<file path="src/rtl/lsag_pkg.sv">
// Shared types, constants and lookup functions for the LED strip animation generator.
// Used by every module of the block and by its checker; depends on nothing.

package lsag_pkg;

  // Field and port widths.
  localparam int PIX_W       = 6;
  localparam int CH_W        = 8;
  localparam int CNT_W       = 32;
  localparam int PHASE_W     = 16;
  localparam int CFG_IDX_W   = 2;
  localparam int CFG_DATA_W  = 4;
  localparam int IN_TDATA_W  = 8;
  localparam int OUT_TDATA_W = 32;

  // Default strip length.
  localparam int PIXEL_COUNT_DEF = 16;

  // Counter widths: frames mod 20, frames mod 200, frames mod twice the strip length.
  localparam int K20_W  = 5;
  localparam int M200_W = 8;
  localparam int M2P_W  = 7;

  // Breathing phase step per frame (0.02 rad in a 65536-step turn).
  localparam logic [PHASE_W-1:0] BREATH_STEP = 16'd209;

  // Descriptor queue between the front and the back.
  localparam int QUEUE_DEPTH = 2;
  localparam int QPTR_W      = 1;

  // Common levels.
  localparam logic [CH_W-1:0] LVL_FULL       = 8'd255;
  localparam logic [CH_W-1:0] LVL_HALF       = 8'd127;
  localparam logic [CH_W-1:0] LVL_TWO_THIRDS = 8'd170;
  localparam logic [CH_W-1:0] LVL_THIRD      = 8'd85;
  localparam logic [CH_W-1:0] LVL_MID        = 8'd127;

  // Configuration register indexes.
  typedef enum logic [CFG_IDX_W-1:0] {
    REG_PATTERN = 2'd0,
    REG_COLOR   = 2'd1
  } cfg_reg_e;

  // Animation patterns.
  typedef enum logic [CFG_DATA_W-1:0] {
    PAT_OFF       = 4'd0,
    PAT_SOLID     = 4'd1,
    PAT_BREATHING = 4'd2,
    PAT_PULSE     = 4'd3,
    PAT_FLASH     = 4'd4,
    PAT_SPIN      = 4'd5,
    PAT_SWEEP     = 4'd6,
    PAT_CHASE     = 4'd7,
    PAT_ALTERNATE = 4'd8
  } pattern_e;

  // Palette colors.
  typedef enum logic [CFG_DATA_W-1:0] {
    COL_OFF     = 4'd0,
    COL_RED     = 4'd1,
    COL_GREEN   = 4'd2,
    COL_BLUE    = 4'd3,
    COL_YELLOW  = 4'd4,
    COL_CYAN    = 4'd5,
    COL_MAGENTA = 4'd6,
    COL_WHITE   = 4'd7,
    COL_ORANGE  = 4'd8
  } color_e;

  // How the back draws the pixels of one frame.
  typedef enum logic [1:0] {
    DRAW_LEVEL = 2'd0,
    DRAW_SPIN  = 2'd1,
    DRAW_CHASE = 2'd2,
    DRAW_ALT   = 2'd3
  } draw_kind_e;

  typedef struct packed {
    logic [CH_W-1:0] r;
    logic [CH_W-1:0] g;
    logic [CH_W-1:0] b;
  } rgb_t;

  // Everything the back needs to draw one frame.
  typedef struct packed {
    draw_kind_e       kind;
    logic [CH_W-1:0]  level;
    logic [PIX_W-1:0] pos0;
    logic [PIX_W-1:0] pos1;
    logic [PIX_W-1:0] pos2;
    logic             tail_en;
    logic             alt_odd;
    rgb_t             color;
    rgb_t             second;
  } frame_desc_t;

  // Quarter-wave sine, round(127*sin(k*pi/128)) for k = 0..64.
  localparam logic [6:0] QSINE [65] = '{
    7'd0,   7'd3,   7'd6,   7'd9,   7'd12,  7'd16,  7'd19,  7'd22,
    7'd25,  7'd28,  7'd31,  7'd34,  7'd37,  7'd40,  7'd43,  7'd46,
    7'd49,  7'd51,  7'd54,  7'd57,  7'd60,  7'd63,  7'd65,  7'd68,
    7'd71,  7'd73,  7'd76,  7'd78,  7'd81,  7'd83,  7'd85,  7'd88,
    7'd90,  7'd92,  7'd94,  7'd96,  7'd98,  7'd100, 7'd102, 7'd104,
    7'd106, 7'd107, 7'd109, 7'd111, 7'd112, 7'd113, 7'd115, 7'd116,
    7'd117, 7'd118, 7'd120, 7'd121, 7'd122, 7'd122, 7'd123, 7'd124,
    7'd125, 7'd125, 7'd126, 7'd126, 7'd126, 7'd127, 7'd127, 7'd127,
    7'd127
  };

  // Index must lie in 0..64; larger codes read as zero.
  function automatic logic [6:0] quarter_sine(input logic [6:0] idx);
    logic [6:0] val;
    val = 7'd0;
    if (idx <= 7'd64) begin
      val = QSINE[idx];
    end
    return val;
  endfunction

  // Nine-entry palette; unknown codes are black.
  function automatic rgb_t palette(input logic [CFG_DATA_W-1:0] sel);
    rgb_t c;
    c = '0;
    case (color_e'(sel))
      COL_RED:     c = '{r: 8'd255, g: 8'd0,   b: 8'd0};
      COL_GREEN:   c = '{r: 8'd0,   g: 8'd255, b: 8'd0};
      COL_BLUE:    c = '{r: 8'd0,   g: 8'd0,   b: 8'd255};
      COL_YELLOW:  c = '{r: 8'd255, g: 8'd255, b: 8'd0};
      COL_CYAN:    c = '{r: 8'd0,   g: 8'd255, b: 8'd255};
      COL_MAGENTA: c = '{r: 8'd255, g: 8'd0,   b: 8'd255};
      COL_WHITE:   c = '{r: 8'd255, g: 8'd255, b: 8'd255};
      COL_ORANGE:  c = '{r: 8'd255, g: 8'd165, b: 8'd0};
      default:     c = '0;
    endcase
    return c;
  endfunction

  // Exact floor(x/255) for any product of two 8-bit values.
  function automatic logic [CH_W-1:0] div255(input logic [2*CH_W-1:0] x);
    logic [2*CH_W:0] t;
    t = {1'b0, x} + 17'd1 + {9'd0, x[2*CH_W-1:CH_W]};
    return t[2*CH_W-1:CH_W];
  endfunction

endpackage

</file>
<file path="src/rtl/led_strip_animation_generator_top.sv">
// Top level of the LED strip animation generator: front, descriptor queue and back.
// Depends on lsag_pkg, lsag_front, lsag_queue and lsag_back.
//
//   Channel  Direction  Word contents
//   s_axis   in         frame_tick (1 = advance one frame, 0 = redraw)
//   m_axis   out        pixel_index, red, green, blue; tlast on the final pixel
//   cfg      in         register 0 pattern_select, register 1 color_select
//
// Each tick yields PIXEL_COUNT output words, set by the back's pixel counter, one per
// cycle while the output is not stalled. A frame's descriptor is written into the
// queue when its tick is taken; each word then passes through back stages 1, 2 and 3.
// Reset clears the counters and selects the off pattern with blue as the color.
// A stalled output freezes the back pipeline; ticks are still taken until the
// two-entry descriptor queue is full.

module led_strip_animation_generator_top #(
  parameter int PIXEL_COUNT = lsag_pkg::PIXEL_COUNT_DEF
) (
  input  logic                                clk_i,
  input  logic                                rst_ni,
  input  logic                                cfg_we_i,
  input  logic [lsag_pkg::CFG_IDX_W-1:0]      cfg_index_i,
  input  logic [lsag_pkg::CFG_DATA_W-1:0]     cfg_data_i,
  input  logic                                s_axis_tvalid,
  output logic                                s_axis_tready,
  // [0] frame_tick, [7:1] zero
  input  logic [lsag_pkg::IN_TDATA_W-1:0]     s_axis_tdata,
  output logic                                m_axis_tvalid,
  input  logic                                m_axis_tready,
  // [5:0] pixel_index, [13:6] red, [21:14] green, [29:22] blue, [31:30] zero
  output logic [lsag_pkg::OUT_TDATA_W-1:0]    m_axis_tdata,
  output logic                                m_axis_tlast
);

  logic                  q_full, q_empty, q_push, q_pop;
  lsag_pkg::frame_desc_t push_desc, head_desc;

  lsag_front #(
    .PIXEL_COUNT (PIXEL_COUNT)
  ) u_front (
    .clk_i        (clk_i),
    .rst_ni       (rst_ni),
    .cfg_we_i     (cfg_we_i),
    .cfg_index_i  (cfg_index_i),
    .cfg_data_i   (cfg_data_i),
    .tick_valid_i (s_axis_tvalid),
    .tick_i       (s_axis_tdata[0]),
    .tick_ready_o (s_axis_tready),
    .q_full_i     (q_full),
    .q_push_o     (q_push),
    .q_desc_o     (push_desc)
  );

  lsag_queue u_queue (
    .clk_i       (clk_i),
    .rst_ni      (rst_ni),
    .push_i      (q_push),
    .push_desc_i (push_desc),
    .full_o      (q_full),
    .pop_i       (q_pop),
    .empty_o     (q_empty),
    .head_o      (head_desc)
  );

  lsag_back #(
    .PIXEL_COUNT (PIXEL_COUNT)
  ) u_back (
    .clk_i         (clk_i),
    .rst_ni        (rst_ni),
    .empty_i       (q_empty),
    .head_i        (head_desc),
    .pop_o         (q_pop),
    .m_axis_tvalid (m_axis_tvalid),
    .m_axis_tready (m_axis_tready),
    .m_axis_tdata  (m_axis_tdata),
    .m_axis_tlast  (m_axis_tlast)
  );

endmodule

</file>
<file path="src/rtl/lsag_front.sv">
// Front of the LED strip animation generator: configuration registers, frame counters,
// and per-frame classification into a draw descriptor. Depends on lsag_pkg.

module lsag_front #(
  parameter int PIXEL_COUNT = lsag_pkg::PIXEL_COUNT_DEF
) (
  input  logic                             clk_i,
  input  logic                             rst_ni,
  input  logic                             cfg_we_i,
  input  logic [lsag_pkg::CFG_IDX_W-1:0]   cfg_index_i,
  input  logic [lsag_pkg::CFG_DATA_W-1:0]  cfg_data_i,
  input  logic                             tick_valid_i,
  input  logic                             tick_i,
  output logic                             tick_ready_o,
  input  logic                             q_full_i,
  output logic                             q_push_o,
  output lsag_pkg::frame_desc_t            q_desc_o
);

  localparam logic [lsag_pkg::M2P_W-1:0]  M2P_LAST  = lsag_pkg::M2P_W'(2 * PIXEL_COUNT - 1);
  localparam logic [lsag_pkg::PIX_W-1:0]  PIX_LAST  = lsag_pkg::PIX_W'(PIXEL_COUNT - 1);
  localparam logic [lsag_pkg::PIX_W-1:0]  PIX_LAST2 = lsag_pkg::PIX_W'(PIXEL_COUNT - 2);

  logic [lsag_pkg::CFG_DATA_W-1:0] pattern_q, pattern_d;
  logic [lsag_pkg::CFG_DATA_W-1:0] color_q, color_d;
  logic [lsag_pkg::CNT_W-1:0]      frame_cnt_q, frame_cnt_d;
  logic [lsag_pkg::PHASE_W-1:0]    phase_q, phase_d;
  logic [lsag_pkg::K20_W-1:0]      k20_q, k20_d;
  logic [lsag_pkg::M200_W-1:0]     m200_q, m200_d;
  logic [lsag_pkg::M2P_W-1:0]      m2p_q, m2p_d;

  logic pattern_wr, color_wr, accept, advance, cnt_wrap;

  // Configuration decode.
  always_comb begin
    pattern_wr = 1'b0;
    color_wr   = 1'b0;
    if (cfg_we_i) begin
      unique case (lsag_pkg::cfg_reg_e'(cfg_index_i))
        lsag_pkg::REG_PATTERN: pattern_wr = 1'b1;
        lsag_pkg::REG_COLOR:   color_wr   = 1'b1;
        default:               ;
      endcase
    end
  end

  assign tick_ready_o = !q_full_i;
  assign accept       = tick_valid_i && !q_full_i;
  assign advance      = accept && tick_i;
  assign q_push_o     = accept;

  // The residue counters restart together with the frame counter when it wraps.
  assign cnt_wrap     = (frame_cnt_q == '1);

  // Next values of the registers; a pattern write restarts the animation.
  always_comb begin
    pattern_d   = pattern_wr ? cfg_data_i : pattern_q;
    color_d     = color_wr ? cfg_data_i : color_q;
    frame_cnt_d = frame_cnt_q;
    phase_d     = phase_q;
    k20_d       = k20_q;
    m200_d      = m200_q;
    m2p_d       = m2p_q;
    if (pattern_wr) begin
      frame_cnt_d = '0;
      phase_d     = '0;
      k20_d       = '0;
      m200_d      = '0;
      m2p_d       = '0;
    end else if (advance) begin
      frame_cnt_d = frame_cnt_q + 32'd1;
      phase_d     = phase_q + lsag_pkg::BREATH_STEP;
      k20_d       = (cnt_wrap || (k20_q == 5'd19)) ? '0 : k20_q + 5'd1;
      m200_d      = (cnt_wrap || (m200_q == 8'd199)) ? '0 : m200_q + 8'd1;
      m2p_d       = (cnt_wrap || (m2p_q == M2P_LAST)) ? '0 : m2p_q + 7'd1;
    end
  end

  // State registers.
  always_ff @(posedge clk_i or negedge rst_ni) begin
    if (!rst_ni) begin
      pattern_q   <= lsag_pkg::PAT_OFF;
      color_q     <= lsag_pkg::COL_BLUE;
      frame_cnt_q <= '0;
      phase_q     <= '0;
      k20_q       <= '0;
      m200_q      <= '0;
      m2p_q       <= '0;
    end else begin
      pattern_q   <= pattern_d;
      color_q     <= color_d;
      frame_cnt_q <= frame_cnt_d;
      phase_q     <= phase_d;
      k20_q       <= k20_d;
      m200_q      <= m200_d;
      m2p_q       <= m2p_d;
    end
  end

  // Per-frame quantities, taken from the counters as they stand after this tick.
  logic                          first;
  logic                          five_odd;
  logic [7:0]                    bphase;
  logic [6:0]                    sidx;
  logic [6:0]                    sval;
  logic [lsag_pkg::CH_W-1:0]     breath_lvl;
  logic [lsag_pkg::K20_W-1:0]    kk;
  logic [12:0]                   pulse_prod;
  logic [6:0]                    f, ff;
  logic [9:0]                    sweep_prod;
  logic [lsag_pkg::PIX_W-1:0]    q, q1, q2;

  always_comb begin
    first    = (frame_cnt_d == '0);
    // floor(n/5) is odd exactly when n mod 20 falls in 5..9 or 15..19.
    five_odd = ((k20_d >= 5'd5) && (k20_d < 5'd10)) || (k20_d >= 5'd15);

    // Breathing: fold the top phase byte onto the quarter wave.
    bphase = phase_d[15:8];
    if (bphase < 8'd64) begin
      sidx = bphase[6:0];
    end else if (bphase < 8'd128) begin
      sidx = 7'(8'd128 - bphase);
    end else if (bphase < 8'd192) begin
      sidx = 7'(bphase - 8'd128);
    end else begin
      sidx = 7'(9'd256 - {1'b0, bphase});
    end
    sval = lsag_pkg::quarter_sine(sidx);
    breath_lvl = bphase[7] ? (lsag_pkg::LVL_MID - {1'b0, sval})
                           : (lsag_pkg::LVL_MID + {1'b0, sval});

    // Pulse triangle over twenty frames.
    kk         = (k20_d < 5'd10) ? k20_d : 5'(5'd20 - k20_d);
    pulse_prod = kk * 8'd25;

    // Sweep ramp over a hundred half-rate steps.
    f          = m200_d[7:1];
    ff         = (f < 7'd50) ? f : 7'(7'd100 - f);
    sweep_prod = ff * 3'd5;

    // Spin and chase head position and the two pixels behind it, wrapped.
    q  = m2p_d[lsag_pkg::M2P_W-1:1];
    q1 = (q == '0) ? PIX_LAST : q - 6'd1;
    q2 = (q == '0) ? PIX_LAST2 : ((q == 6'd1) ? PIX_LAST : q - 6'd2);
  end

  // Classification of the pattern into a draw descriptor.
  always_comb begin
    q_desc_o         = '0;
    q_desc_o.kind    = lsag_pkg::DRAW_LEVEL;
    q_desc_o.pos0    = q;
    q_desc_o.pos1    = q1;
    q_desc_o.pos2    = q2;
    q_desc_o.tail_en = (q != '0);
    q_desc_o.alt_odd = five_odd;
    q_desc_o.color   = lsag_pkg::palette(color_q);
    q_desc_o.second  = lsag_pkg::palette((color_q == lsag_pkg::COL_RED) ?
                                         lsag_pkg::COL_BLUE : lsag_pkg::COL_RED);
    unique case (lsag_pkg::pattern_e'(pattern_q))
      lsag_pkg::PAT_OFF:       q_desc_o.level = '0;
      lsag_pkg::PAT_SOLID:     q_desc_o.level = lsag_pkg::LVL_FULL;
      lsag_pkg::PAT_BREATHING: q_desc_o.level = first ? '0 : breath_lvl;
      lsag_pkg::PAT_PULSE:     q_desc_o.level = pulse_prod[7:0];
      lsag_pkg::PAT_FLASH:     q_desc_o.level = (first || five_odd) ? lsag_pkg::LVL_FULL : '0;
      lsag_pkg::PAT_SPIN:      q_desc_o.kind  = first ? lsag_pkg::DRAW_LEVEL
                                                      : lsag_pkg::DRAW_SPIN;
      lsag_pkg::PAT_SWEEP:     q_desc_o.level = first ? lsag_pkg::LVL_FULL : sweep_prod[7:0];
      lsag_pkg::PAT_CHASE:     q_desc_o.kind  = first ? lsag_pkg::DRAW_LEVEL
                                                      : lsag_pkg::DRAW_CHASE;
      lsag_pkg::PAT_ALTERNATE: q_desc_o.kind  = lsag_pkg::DRAW_ALT;
      default:                 q_desc_o.level = '0;
    endcase
  end

endmodule

</file>
<file path="src/rtl/lsag_queue.sv">
// Two-entry descriptor queue between the front and the back of the generator.
// Depends on lsag_pkg for the descriptor type and depth.

module lsag_queue (
  input  logic                  clk_i,
  input  logic                  rst_ni,
  input  logic                  push_i,
  input  lsag_pkg::frame_desc_t push_desc_i,
  output logic                  full_o,
  input  logic                  pop_i,
  output logic                  empty_o,
  output lsag_pkg::frame_desc_t head_o
);

  localparam int CNT_W = lsag_pkg::QPTR_W + 1;

  lsag_pkg::frame_desc_t             entry_q [lsag_pkg::QUEUE_DEPTH];
  logic [lsag_pkg::QPTR_W-1:0]       wr_ptr_q, wr_ptr_d;
  logic [lsag_pkg::QPTR_W-1:0]       rd_ptr_q, rd_ptr_d;
  logic [CNT_W-1:0]                  count_q, count_d;

  assign full_o  = (count_q == CNT_W'(lsag_pkg::QUEUE_DEPTH));
  assign empty_o = (count_q == '0);
  assign head_o  = entry_q[rd_ptr_q];

  // Pointer and fill-level update.
  always_comb begin
    wr_ptr_d = push_i ? wr_ptr_q + 1'b1 : wr_ptr_q;
    rd_ptr_d = pop_i ? rd_ptr_q + 1'b1 : rd_ptr_q;
    count_d  = count_q;
    if (push_i && !pop_i) begin
      count_d = count_q + 1'b1;
    end else if (pop_i && !push_i) begin
      count_d = count_q - 1'b1;
    end
  end

  always_ff @(posedge clk_i or negedge rst_ni) begin
    if (!rst_ni) begin
      wr_ptr_q <= '0;
      rd_ptr_q <= '0;
      count_q  <= '0;
    end else begin
      wr_ptr_q <= wr_ptr_d;
      rd_ptr_q <= rd_ptr_d;
      count_q  <= count_d;
    end
  end

  // Entry storage; no reset needed on payload.
  always_ff @(posedge clk_i) begin
    if (push_i) begin
      entry_q[wr_ptr_q] <= push_desc_i;
    end
  end

endmodule

</file>
<file path="src/rtl/lsag_back.sv">
// Back of the generator: walks the pixels of the queued frame, picks level and color,
// scales each channel by level/255 in a three-stage pipeline. Depends on lsag_pkg.

module lsag_back #(
  parameter int PIXEL_COUNT = lsag_pkg::PIXEL_COUNT_DEF
) (
  input  logic                                 clk_i,
  input  logic                                 rst_ni,
  input  logic                                 empty_i,
  input  lsag_pkg::frame_desc_t                head_i,
  output logic                                 pop_o,
  output logic                                 m_axis_tvalid,
  input  logic                                 m_axis_tready,
  output logic [lsag_pkg::OUT_TDATA_W-1:0]     m_axis_tdata,
  output logic                                 m_axis_tlast
);

  localparam logic [lsag_pkg::PIX_W-1:0] PIX_LAST = lsag_pkg::PIX_W'(PIXEL_COUNT - 1);

  logic                          advance, take, pix_last;
  logic [lsag_pkg::PIX_W-1:0]    pix_q, pix_d;

  // The whole pipeline moves when the output word is free or being taken.
  assign advance  = !m_axis_tvalid || m_axis_tready;
  assign take     = advance && !empty_i;
  assign pix_last = (pix_q == PIX_LAST);
  assign pop_o    = take && pix_last;

  always_comb begin
    pix_d = pix_q;
    if (take) begin
      pix_d = pix_last ? '0 : pix_q + 6'd1;
    end
  end

  // Level and base color of the current pixel.
  logic [lsag_pkg::CH_W-1:0] lvl;
  lsag_pkg::rgb_t            rgb;

  always_comb begin
    lvl = '0;
    rgb = head_i.color;
    unique case (head_i.kind)
      lsag_pkg::DRAW_LEVEL: begin
        lvl = head_i.level;
      end
      lsag_pkg::DRAW_SPIN: begin
        // A level of 127 gives c/2 for every palette channel value.
        if (pix_q == head_i.pos0) begin
          lvl = lsag_pkg::LVL_FULL;
        end else if (head_i.tail_en && (pix_q == head_i.pos1)) begin
          lvl = lsag_pkg::LVL_HALF;
        end
      end
      lsag_pkg::DRAW_CHASE: begin
        if (pix_q == head_i.pos0) begin
          lvl = lsag_pkg::LVL_FULL;
        end else if (pix_q == head_i.pos1) begin
          lvl = lsag_pkg::LVL_TWO_THIRDS;
        end else if (pix_q == head_i.pos2) begin
          lvl = lsag_pkg::LVL_THIRD;
        end
      end
      lsag_pkg::DRAW_ALT: begin
        lvl = lsag_pkg::LVL_FULL;
        rgb = (pix_q[0] ^ head_i.alt_odd) ? head_i.color : head_i.second;
      end
      default: ;
    endcase
  end

  // Stage 1: selected level and color.
  logic                          s1_valid_q;
  logic                          s1_last_q;
  logic [lsag_pkg::PIX_W-1:0]    s1_idx_q;
  logic [lsag_pkg::CH_W-1:0]     s1_lvl_q;
  lsag_pkg::rgb_t                s1_rgb_q;

  // Stage 2: raw channel products.
  logic                          s2_valid_q;
  logic                          s2_last_q;
  logic [lsag_pkg::PIX_W-1:0]    s2_idx_q;
  logic [2*lsag_pkg::CH_W-1:0]   s2_r_q, s2_g_q, s2_b_q;

  // Stage 3: output word.
  logic                          out_valid_q;
  logic                          out_last_q;
  logic [lsag_pkg::PIX_W-1:0]    out_idx_q;
  logic [lsag_pkg::CH_W-1:0]     out_r_q, out_g_q, out_b_q;

  // Control state of the pipeline.
  always_ff @(posedge clk_i or negedge rst_ni) begin
    if (!rst_ni) begin
      pix_q       <= '0;
      s1_valid_q  <= 1'b0;
      s2_valid_q  <= 1'b0;
      out_valid_q <= 1'b0;
    end else begin
      pix_q <= pix_d;
      if (advance) begin
        s1_valid_q  <= take;
        s2_valid_q  <= s1_valid_q;
        out_valid_q <= s2_valid_q;
      end
    end
  end

  // Payload of the pipeline.
  always_ff @(posedge clk_i) begin
    if (advance) begin
      s1_last_q  <= pix_last;
      s1_idx_q   <= pix_q;
      s1_lvl_q   <= lvl;
      s1_rgb_q   <= rgb;
      s2_last_q  <= s1_last_q;
      s2_idx_q   <= s1_idx_q;
      s2_r_q     <= s1_rgb_q.r * s1_lvl_q;
      s2_g_q     <= s1_rgb_q.g * s1_lvl_q;
      s2_b_q     <= s1_rgb_q.b * s1_lvl_q;
      out_last_q <= s2_last_q;
      out_idx_q  <= s2_idx_q;
      out_r_q    <= lsag_pkg::div255(s2_r_q);
      out_g_q    <= lsag_pkg::div255(s2_g_q);
      out_b_q    <= lsag_pkg::div255(s2_b_q);
    end
  end

  assign m_axis_tvalid = out_valid_q;
  assign m_axis_tlast  = out_last_q;
  assign m_axis_tdata  = {2'b00, out_b_q, out_g_q, out_r_q, out_idx_q};

endmodule

</file>
<file path="config.mk">
export PLATFORM = sky130hd
export DESIGN_NAME = led_strip_animation_generator_top
export DESIGN_NICKNAME = d
export VERILOG_FILES = /design/src/rtl/lsag_pkg.sv /design/src/rtl/led_strip_animation_generator_top.sv /design/src/rtl/lsag_front.sv /design/src/rtl/lsag_queue.sv /design/src/rtl/lsag_back.sv
export SDC_FILE = /design/constraint.sdc
export NUM_CORES = 1
export LEC_CHECK = 0
export BUFFER_PORTS_ARGS = -buffer_cell sky130_fd_sc_hd__buf_2
export CAP_MARGIN = 0
export CORE_MARGIN = 5
export CORE_UTILIZATION = 50
export DETAILED_ROUTE_END_ITERATION = 8
export MAX_ROUTING_LAYER = met4
export PLACE_DENSITY_LB_ADDON = 0.1
export REMOVE_ABC_BUFFERS = 1
export SETUP_SLACK_MARGIN = 0.1
export SLEW_MARGIN = 20
export SYNTH_ARGS = -nofsm -noshare
export SYNTH_HDL_FRONTEND = slang
export SYNTH_SLANG_ARGS = --single-unit
</file>
<file path="constraint.sdc">
create_clock -name clk_i -period 5.2 [get_ports clk_i]
set_input_delay 0.78 -clock clk_i [delete_from_list [all_inputs] [get_ports clk_i]]
set_output_delay 0.78 -clock clk_i [all_outputs]
set_load 0.05 [all_outputs]
</file>
# Word-level counts from Yosys, hierarchy flattened
# Memory sizes are Yosys's and may differ from the RTL's.
# Index checks and enable logic that the tools add are counted.
[op_classes]
add_sub_neg = 25
n_mul = 5
magnitude_cmp = 9
n_eq_ne = 23
n_mux = 50
bitwise_logic = 2
reduce_logical = 27
[ops]
columns = ["operator", "n"]
rows = [
  ["$mux 7", 12],
  ["$mux 8", 10],
  ["$mux 32", 2],
  ["$add 16x1->16 const B", 3],
  ["$add 16x8->16", 3],
  ["$mul 8x8->16", 3],
  ["$mux 24", 2],
  ["$pmux 8 s5", 1],
  ["$add 32x1->32 const B", 1],
  ["$eq 32x32->1 const B", 1],
  ["$logic_not 32->1", 1],
  ["$mux 16", 2],
  ["$pmux 8 s4", 1],
  ["$mux 6", 4],
  ["$mux 5", 4],
  ["$eq 6x6->1", 3],
  ["$add 16x8->16 const B", 1],
  ["$eq 4x3->1 const B", 4],
  ["$lt 8x8->1 const B", 2],
  ["$sub 1x7->7 const A", 2],
  ["$add 7x7->8 const A", 1],
  ["$add 8x1->8 const B", 1],
  ["$eq 4x1->1 const B", 2],
  ["$eq 4x2->1 const B", 2],
  ["41 further kinds", 73],
]
[totals]
regBits = 214
ramBits = 156
mem_bits_ro = 1664
input_bits = 19
output_inout_bits = 35
wordCells = 178
mem_count = 4
[memory_table]
columns = ["memory", "depth", "width", "read_ports", "rd_clocked_by_memory_dff", "wr", "line", "source"]
rows = [
  ["(no name shown)", 128, 7, 1, 0, 0, "lsag_pkg.sv:115", "val = QSINE[idx];"],
  ["(no name shown)", 16, 24, 1, 0, 0, "lsag_pkg.sv:124", "case (color_e'(sel))"],
  ["(no name shown)", 16, 24, 1, 0, 0, "lsag_pkg.sv:124", ""],
  ["u_queue.entry_q", 2, 78, 1, 0, 1, "lsag_queue.sv:17", "lsag_pkg::frame_desc_t entry_q [lsag_pkg::QUEUE_DEPTH];"],
]

# Logic depth before layout (Yosys ltp)
# Gate-level depths: netlist of run 1.
[depth]
depth_word = 19
ltp_mapped = 23
depth_no_buf = 22

# Hierarchy
# Synthesis of run 1 repeated with hierarchy kept, for this count alone.
[unflattened]
hier_cells = 2262
hier_area_um2 = 25251.7
[modules_own_cells]
columns = ["mod", "n_inst", "cells_each", "area_per_inst_um2", "seq_area_each_um2"]
rows = [
  ["lsag_back", 1, 1092, 11990.2, 3978.8],
  ["lsag_front", 1, 911, 7410.9, 1904.3],
  ["lsag_queue", 1, 259, 5850.6, 4784.6],
]

# Least setup slack after synthesis of run 1
# No wires, ideal clock.
[synth_path]
kind = "input-to-reg"
start = "input s_axis_tdata[0] (netlist name)"
end = "memory u_queue.entry_q[0][72] (netlist name) (data pin)"
arrival_ns = 5.065
t_required_ns = 5.060
setup_slack_ns = -0.006
path_stages = 21
path_buffers = 1
path_cell_list = "nand2_1 buf_1 a211oi_4 mux2i_1 inv_1 ha_1 nand2_1 a21o_1 nand2_2 clkinv_1 ha_1 nor2_1 nand2_1 a211oi_1 a31oi_1 o32a_1 a31oi_1 a32oi_1 o211a_1 or4_1 nand3_1"
[synth_rtl]
columns = ["item", "line", "source"]
rows = [
  ["start, declared", "led_strip_animation_generator_top.sv:27", "input logic [lsag_pkg::IN_TDATA_W-1:0] s_axis_tdata,"],
  ["end, declared", "lsag_queue.sv:17", ""],
]

# Worst setup path after layout of run 1
[layout_path]
start = "register u_back.s1_rgb_q[13] (netlist name)"
end = "register u_back.s2_g_q[15] (netlist name) (data pin)"
[layout_between]
elab_chain_len = 1
[layout_rtl]
columns = ["item", "line", "source"]
rows = [
  ["start, declared", "lsag_back.sv:77", "lsag_pkg::rgb_t s1_rgb_q;"],
  ["start signal, assigned", "lsag_back.sv:114", "s1_rgb_q <= rgb;"],
  ["$mul 8x8->16", "lsag_back.sv:118", "s2_g_q <= s1_rgb_q.g * s1_lvl_q;"],
  ["end signal, assigned", "lsag_back.sv:118", ""],
  ["end, declared", "lsag_back.sv:83", "logic [2*lsag_pkg::CH_W-1:0] s2_r_q, s2_g_q, s2_b_q;"],
]
# No other way between the ends.
# A chain may end at the register's enable or synchronous reset.

==> results.md, run 1 <==
- Fmax: roughly 210 MHz
- RSZ-0062 raised after global routing: false
- Fin util: 0.562
- Detailed-router iteration count before antenna repair: 5
- Vias in the first global route: about 13000
- Drt wl/cell: roughly 16 um
- Synth unique cells: 103
- Worst Skew: around 0.013 ns
- Layout cells sized above 1: 0.144
- I/O pin cnt: 54
- Num CTS Buffers: 31
- Fin worst setup slack: about 0.32 ns
- Most frequent cells in the layout: edfxtp_1, inv_1, ha_1, nand2_1, nor2_1
- Worst min path class: in2async
- Initial core utilization: 0.502
- Total clock sinks: roughly 270
- Pin count of the biggest net entering global routing: 62
- Synthesized area: around 19000 um2
- Wirelength, routed: between 30 and 40 mm
- DIE WIDTH: between 200 and 250 um
- CTS Hold Bufs: 0
- Worst Max-Slew Pin Slew: about 1.1 ns
- CTS H-tree depth: 1
- Synth top area share: 0.276
- Min Hold Slack: roughly 0.26 ns
- Cell accounting for the most synthesized area: edfxtp_1
- Final setup violation count: 0
- YS warnings: 0
- Initial antenna violation count: 0
- GP Congestion: between 0.8 and 0.9
- Longest Clk Path Bufs: 3
- Placement row count: 72
- Post-Synthesis Mean Instance Area: roughly 11 um2
- Number of hold violations in the final report: 0
- First-pass GRT wire length: about 66 mm
- Post-synth EDFFs: 177
- Top post-synthesis cells by area: edfxtp_1, dfrtp_1, ha_1, fa_1, xnor2_1
- Vias per std cell: roughly 5.4
- Synth-to-Final Area Change: 11.9%
- Pins over their slew limit: 0
- PortBufs: 44
- Core area: ~38000 um2
- Fin crit share: 0.938
- #FFs+latches synth: between 200 and 300
- Cells after synthesis: ~1800
- CP Capture Type: flip-flop
- Antenna Cells: 0
- Data arrival, critical path: 5.21 ns
- Total GRT Usage: 0.193
- Antenna viol nets, final: 0
- Via count: between 10000 and 15000
- Nets@finish: between 2000 and 2500
- Number of DRC markers in iteration 0: 594
- GR Overflow Total: 0
- Reg clk slew, reported paths: around 0.06 ns
- CP Launch Type: flip-flop
- Crit Path Category: reg2reg
- CTS tree: yes
- Clock Latency Late Sink: between 0.5 and 0.6 ns
- Drt drc: 0
- Status: completed
- Post-synthesis sequential area ratio: 0.392
- DP HPWL: 29.8 mm
- Crit-path max FO: 5
- Relative slew margins: 0.287
- Period minus WS final: 4.88 ns
- Worst path required time: between 5 and 6 ns
- Commonest non-fill, non-tap cell in the layout: edfxtp_1
- Die Area: around 43000 um2
- DP Worst Slack: a little over 0.08 ns
- Max Cap Viol: 0
- Root Buffer: clkbuf_16
- Floorplan die height: between 200 and 250 um
- Ys async rst share: 0.335
- Top FF cell, synth: edfxtp_1
-- state kept, by name (all words and copies together) (netlist names), 2 cells and up --
name                 flops
u_queue.entry_q         72
u_front.frame_cnt_q     32
u_back.s2_b_q           16
u_back.s2_g_q           16
u_back.s2_r_q           16
u_front.phase_q         16
u_back.out_b_q           8
u_back.out_g_q           8
u_back.out_r_q           8
u_back.s1_lvl_q          8
u_front.m200_q           8
u_front.m2p_q            7
u_back.out_idx_q         6
u_back.pix_q             6
u_back.s1_idx_q          6
u_back.s2_idx_q          6
u_front.k20_q            5
u_back.s1_rgb_q          4
u_front.color_q          4
u_front.pattern_q        4
u_queue.count_q          2
-- synthesized netlist by cell type, types with 5 or more instances --
library cell / n
or2_2: 10
buf_2: 12
a211oi_1: 9
dfrtp_1: 87
ha_1: 169
edfxtp_1: 177
mux2_2: 13
inv_1: 169
o21ai_1: 7
xnor2_1: 93
a21oi_1: 60
buf_1: 9
clkbuf_1: 27
o211ai_1: 10
and2_1: 34
o31ai_1: 12
or3_1: 13
buf_4: 5
nor3_1: 35
a31oi_1: 11
mux2i_1: 42
nor2_1: 115
xor2_1: 62
o211a_1: 8
nand3_1: 43
fa_1: 82
nand2b_1: 20
and4_1: 8
nand4_1: 29
a21boi_0: 8
o21ai_0: 70
a2111oi_0: 5
nor4_1: 15
nor2b_1: 11
or4_1: 11
and3_1: 17
nand2_1: 128
o21a_1: 37
a21o_1: 17
-- metrics by stage --
stage / area [um2] / std cells / setup TNS [ns]
floorplan: 19000 / 1750 / -11.40
detailed placement: 20400 / 2371 / 0
global route: 21600 / 2442 / 0
finish: 21600 / 2442 / 0
CTS: 21300 / 2430 / 0
global placement: 20400 / 2371 / 0
-- area by class of cell --
class                           count  area (um2)
Clock buffer                       48         901
Timing Repair Buffer              116         761
Multi-Input combinational cell   1311       11000
Inverter                          173         649
Fill cell                        3351       16800
Tap cell                          518         648
Clock inverter                     10        77.6
Sequential cell                   266        7550
-- critical path, stage by stage, from the launching register on --
cell and delay [ns]:
edfxtp_1 0.46, buf_4 0.17, and2_2 0.20, fa_1 0.55, inv_1 0.07, fa_1 0.54, inv_1 0.05, fa_1 0.46
fa_1 0.56, ha_4 0.21, a21boi_0 0.14, o21ai_1 0.17, nand2b_1 0.10, a21o_1 0.18, a21o_1 0.19, a21o_1 0.19
a21oi_2 0.14, o21ai_0 0.12, xnor2_1 0.13
-- path summary, 6_finish.rpt --
check | start | endpoint | slack, ns | cells past startpoint
min reg2reg | u_back.s2_last_q | u_back.m_axis_tlast | 0.42 | 0
min in group clk_i | cfg_data_i[0] | u_front.pattern_q[0] | 0.40 | 3
max | u_back.s1_rgb_q[13] | u_back.s2_g_q[15] | 0.32 | 18
max reg2reg | u_back.s1_rgb_q[13] | u_back.s2_g_q[15] | 0.32 | 18
max in group asynchronous | rst_ni | u_queue.rd_ptr_q | 3.94 | 2
min | rst_ni | u_front.frame_cnt_q[19] | 0.26 | 1
-- cells by family (layout without fill, tap and decap cells) --
group	Yosys count	in the layout	synth area share
adders and majority gates	251	251	0.195
DFF	266	266	0.392
and+or+nand+nor	528	528	0.144
AOI/OAI and AO/OA	314	314	0.116
other	1	2	0.000195
buffers and inverters	229	347	0.0472
muxes	58	58	0.0325
xor gates and xnor gates	158	158	0.0733
-- per-layer routing --
metal	vias to the layer above	global-route usage	wire length, um
li1	6591	-	-
met4	0	0.0449	786
met3	49	0.0221	1200
met2	168	0.328	19600
met5	-	-	0
met1	6386	0.249	17600
-- what timing repair did --
item | 4_1_cts | 5_1_grt
resized for setup | 3 | 63
buffers inserted | 1 | 11
cloned | 0 | 1
setup endpoints to repair | 4 | 18
pin swaps | 0 | 20
Power of run 1 is not shown: default switching activity piles up to over one toggle a cycle in this logic, so the estimate is an artifact.
==> run 2: changes to the inputs <==
SYNTH_HIERARCHICAL = 1   (was unset)
clock period = 4.8 ns   (was 5.2 ns; I/O delays follow)
==> results.md, run 2 <==
- Status: finished with violations
- Largest Register: u_queue/entry_q
- Antenna Cells: 0
- Floorplan die height: roughly 230 um
- Nets@finish: ~2800
- DP Worst Slack: -0.505 ns
- Synth unique cells: roughly 110
- Synthesized area: between 20000 and 30000 um2
- Synth-to-Final Area Change: 16.7%
- Fin worst setup slack: -0.0392 ns
- GP Congestion: 0.910
- Clock Latency Late Sink: 0.56 ns
- Post-synth top cells: edfxtp_1, inv_1, ha_1
- Wirelength, routed: a little over 50 mm
- Via count: 16976
- DP HPWL: 37.1 mm
- M1 GR Usage: 0.237
- Period minus WS final: between 4 and 5 ns
- YS warnings: 6
- Synth top area share: 0.334
- #FFs+latches synth: between 300 and 400
- Most frequent cells in the layout: edfxtp_1, buf_4, inv_1, and2_1, ha_1
- FF-to-FF setup slack: -0.04 ns
- Max FFs per register: around 160
- Failing checks: setup timing
- Crit-path max FO: 3
- CTS H-tree depth: 2
- Post-synthesis sequential area ratio: 0.422
- Fin util: 0.588
- Grt peak-use layer: met2
- Vias in the first global route: 17616
- Reg clk slew, reported paths: roughly 0.060 ns
- Worst min path class: in2async
- RSZ-0062 raised after global routing: true
- Post-synth EDFFs: between 200 and 300
- Worst Skew: ~0.019 ns
- CP Launch Type: flip-flop
- Number of DRC markers in iteration 0: 677
- CTS Hold Bufs: 0
- Area of the multi-input gates: 13500 um2
- Drt wl/cell: between 15 and 20 um
- RR Endpoint: u_queue/entry_q[0][72]
- Pins over their slew limit: 0
- Reg2Reg Depth: 20
- Cells after synthesis: 2262
- Layout cells sized above 1: 0.235
- Root Buffer: clkbuf_16
- Fmax: slightly above 200 MHz
- Top post-synthesis cells by area: edfxtp_1, fa_1, dfrtp_1, ha_1, mux2_2
- First-pass GRT wire length: between 80 and 90 mm
- Total GRT Usage: 0.188
- Cell accounting for the most synthesized area: edfxtp_1
- Num CTS Buffers: between 40 and 50
- Core area: 50100 um2
- CTS tree: yes
- CP Capture Type: flip-flop
- Pin count of the biggest net entering global routing: slightly above 80
- Crit Path Category: reg2reg
- DIE WIDTH: around 230 um
- Final setup violation count: 2
- Top FF cell, synth: edfxtp_1
- Relative slew margins: 0.457
- Met2 GRT Util: 0.327
- Top-count cell post-synth: edfxtp_1
- Vias per std cell: 5.32
- Antenna viol nets, final: 0
- Register area: around 11000 um2
- GR Overflow Total: 0
- GR Util met3: 0.0251
- Number of hold violations in the final report: 0
- Fin crit share: 1.01
- Placement row count: 82
- Registers with the most flip-flops: u_queue/entry_q (156), u_front/frame_cnt_q (32), u_back/s1_rgb_q (24)
- Post-Synthesis Mean Instance Area: 11.2 um2
- Worst Max-Slew Pin Slew: about 0.81 ns
- Setup TNS: -0.0782 ns
- Finished Layout Cells: between 3000 and 4000
- Worst path required time: roughly 5.1 ns
- Total clock sinks: 370
- Cells after DPL: 3062
- Die Area: 55100 um2
- Data arrival, critical path: approximately 5 ns
- I/O pin cnt: 54
- Initial core utilization: 0.504
- Commonest non-fill, non-tap cell in the layout: edfxtp_1
- Ys async rst share: 0.241
- Layout fillers: 4183
- Initial antenna violation count: 0
- Detailed-router iteration count before antenna repair: 5
- Reg2Reg Launch Point: u_queue/count_q[1]
- Max Cap Viol: 0
- PortBufs: 44
- Longest Clk Path Bufs: 3
- Drt drc: 0
run 2: cell count changes after synthesis, sizes merged, moves of 29 or more:
cell | previous run | this run
mux2i | 43 | 9
buf | 28 | 82
mux2 | 13 | 109
o21a | 37 | 8
edfxtp | 177 | 281
and2 | 34 | 172
run 2: critical path: stages, from the launching register on:
cell,delay [ns]
dfrtp_1,0.37
nor2b_4,0.14
nand3b_1,0.31
a21oi_2,0.19
buf_4,0.14
mux2i_4,0.24
buf_6,0.13
ha_4,0.19
nand3b_1,0.11
nand2_2,0.10
ha_4,0.19
nor4_4,0.33
a211oi_2,0.08
o311a_1,0.39
or2_4,0.27
nor2_2,0.08
ha_2,0.18
nand2_1,0.05
or4_4,0.42
and3_4,0.18
or4_4,0.47
run 2: final cells by class:
class / instances / area share
multi-input cells: 1581 / 0.460
flip-flops and latches: 370 / 0.362
repair buffers: 299 / 0.0790
clock buffers: 52 / 0.0387
well taps: 672 / 0.0285
inverters: 189 / 0.0245
clock inverters: 25 / 0.00726
run 2: repair_timing:
item | in CTS | in global routing
setup buffers | 17 | 29
resized for setup | 41 | 52
setup endpoints to repair | 14 | 28
gates cloned | 0 | 3
pin swaps | 16 | 24
run 2: logic make-up after synthesis:
family                     Yosys count  share of synthesized area
buffers and inverters              319                     0.0585
muxes                              119                     0.0552
DFF                                370                      0.422
and+or+nand+nor                    710                      0.151
other                                2                   0.000297
adders and majority gates          283                      0.173
xor gates and xnor gates           161                     0.0576
AOI/OAI and AO/OA                  298                     0.0816
run 2: per-stage QoR:
| stage | instance area (um2) | hold slack, ns |
|---|---|---|
| after floorplan | 24500 | 0.400 |
| after global placement | 27200 | 0.401 |
| after detailed placement | 27200 | 0.405 |
| after CTS | 29000 | 0.253 |
| after global routing | 29500 | 0.308 |
| final | 29500 | 0.248 |
run 2: worst max path at each step:
| stage | slack (ns) | startpoint | cells after the start | endpoint |
|---|---|---|---|---|
| after floorplan | -4.29 | cfg_index_i[1] | 17 | u_queue/entry_q[0][72] |
| after global placement | -0.44 | s_axis_tvalid | 19 | u_queue/entry_q[0][72] |
| after detailed placement | -0.51 | s_axis_tvalid | 19 | u_queue/entry_q[0][72] |
| after CTS | 0.02 | u_queue/count_q[1] | 19 | u_queue/entry_q[1][72] |
| after global routing | -0.23 | u_queue/count_q[1] | 21 | u_queue/entry_q[0][72] |
| final | -0.04 | u_queue/count_q[1] | 20 | u_queue/entry_q[0][72] |
run 2: routing by layer:
layer  vias up  part of all wire  wire, um
met5         -                 0         0
met4         0             0.022      1130
met3        83             0.027      1410
met2       201              0.51     26100
met1      8374              0.44     22600
li1       8318                 -         -
Power of run 2 is left out for the same reason.
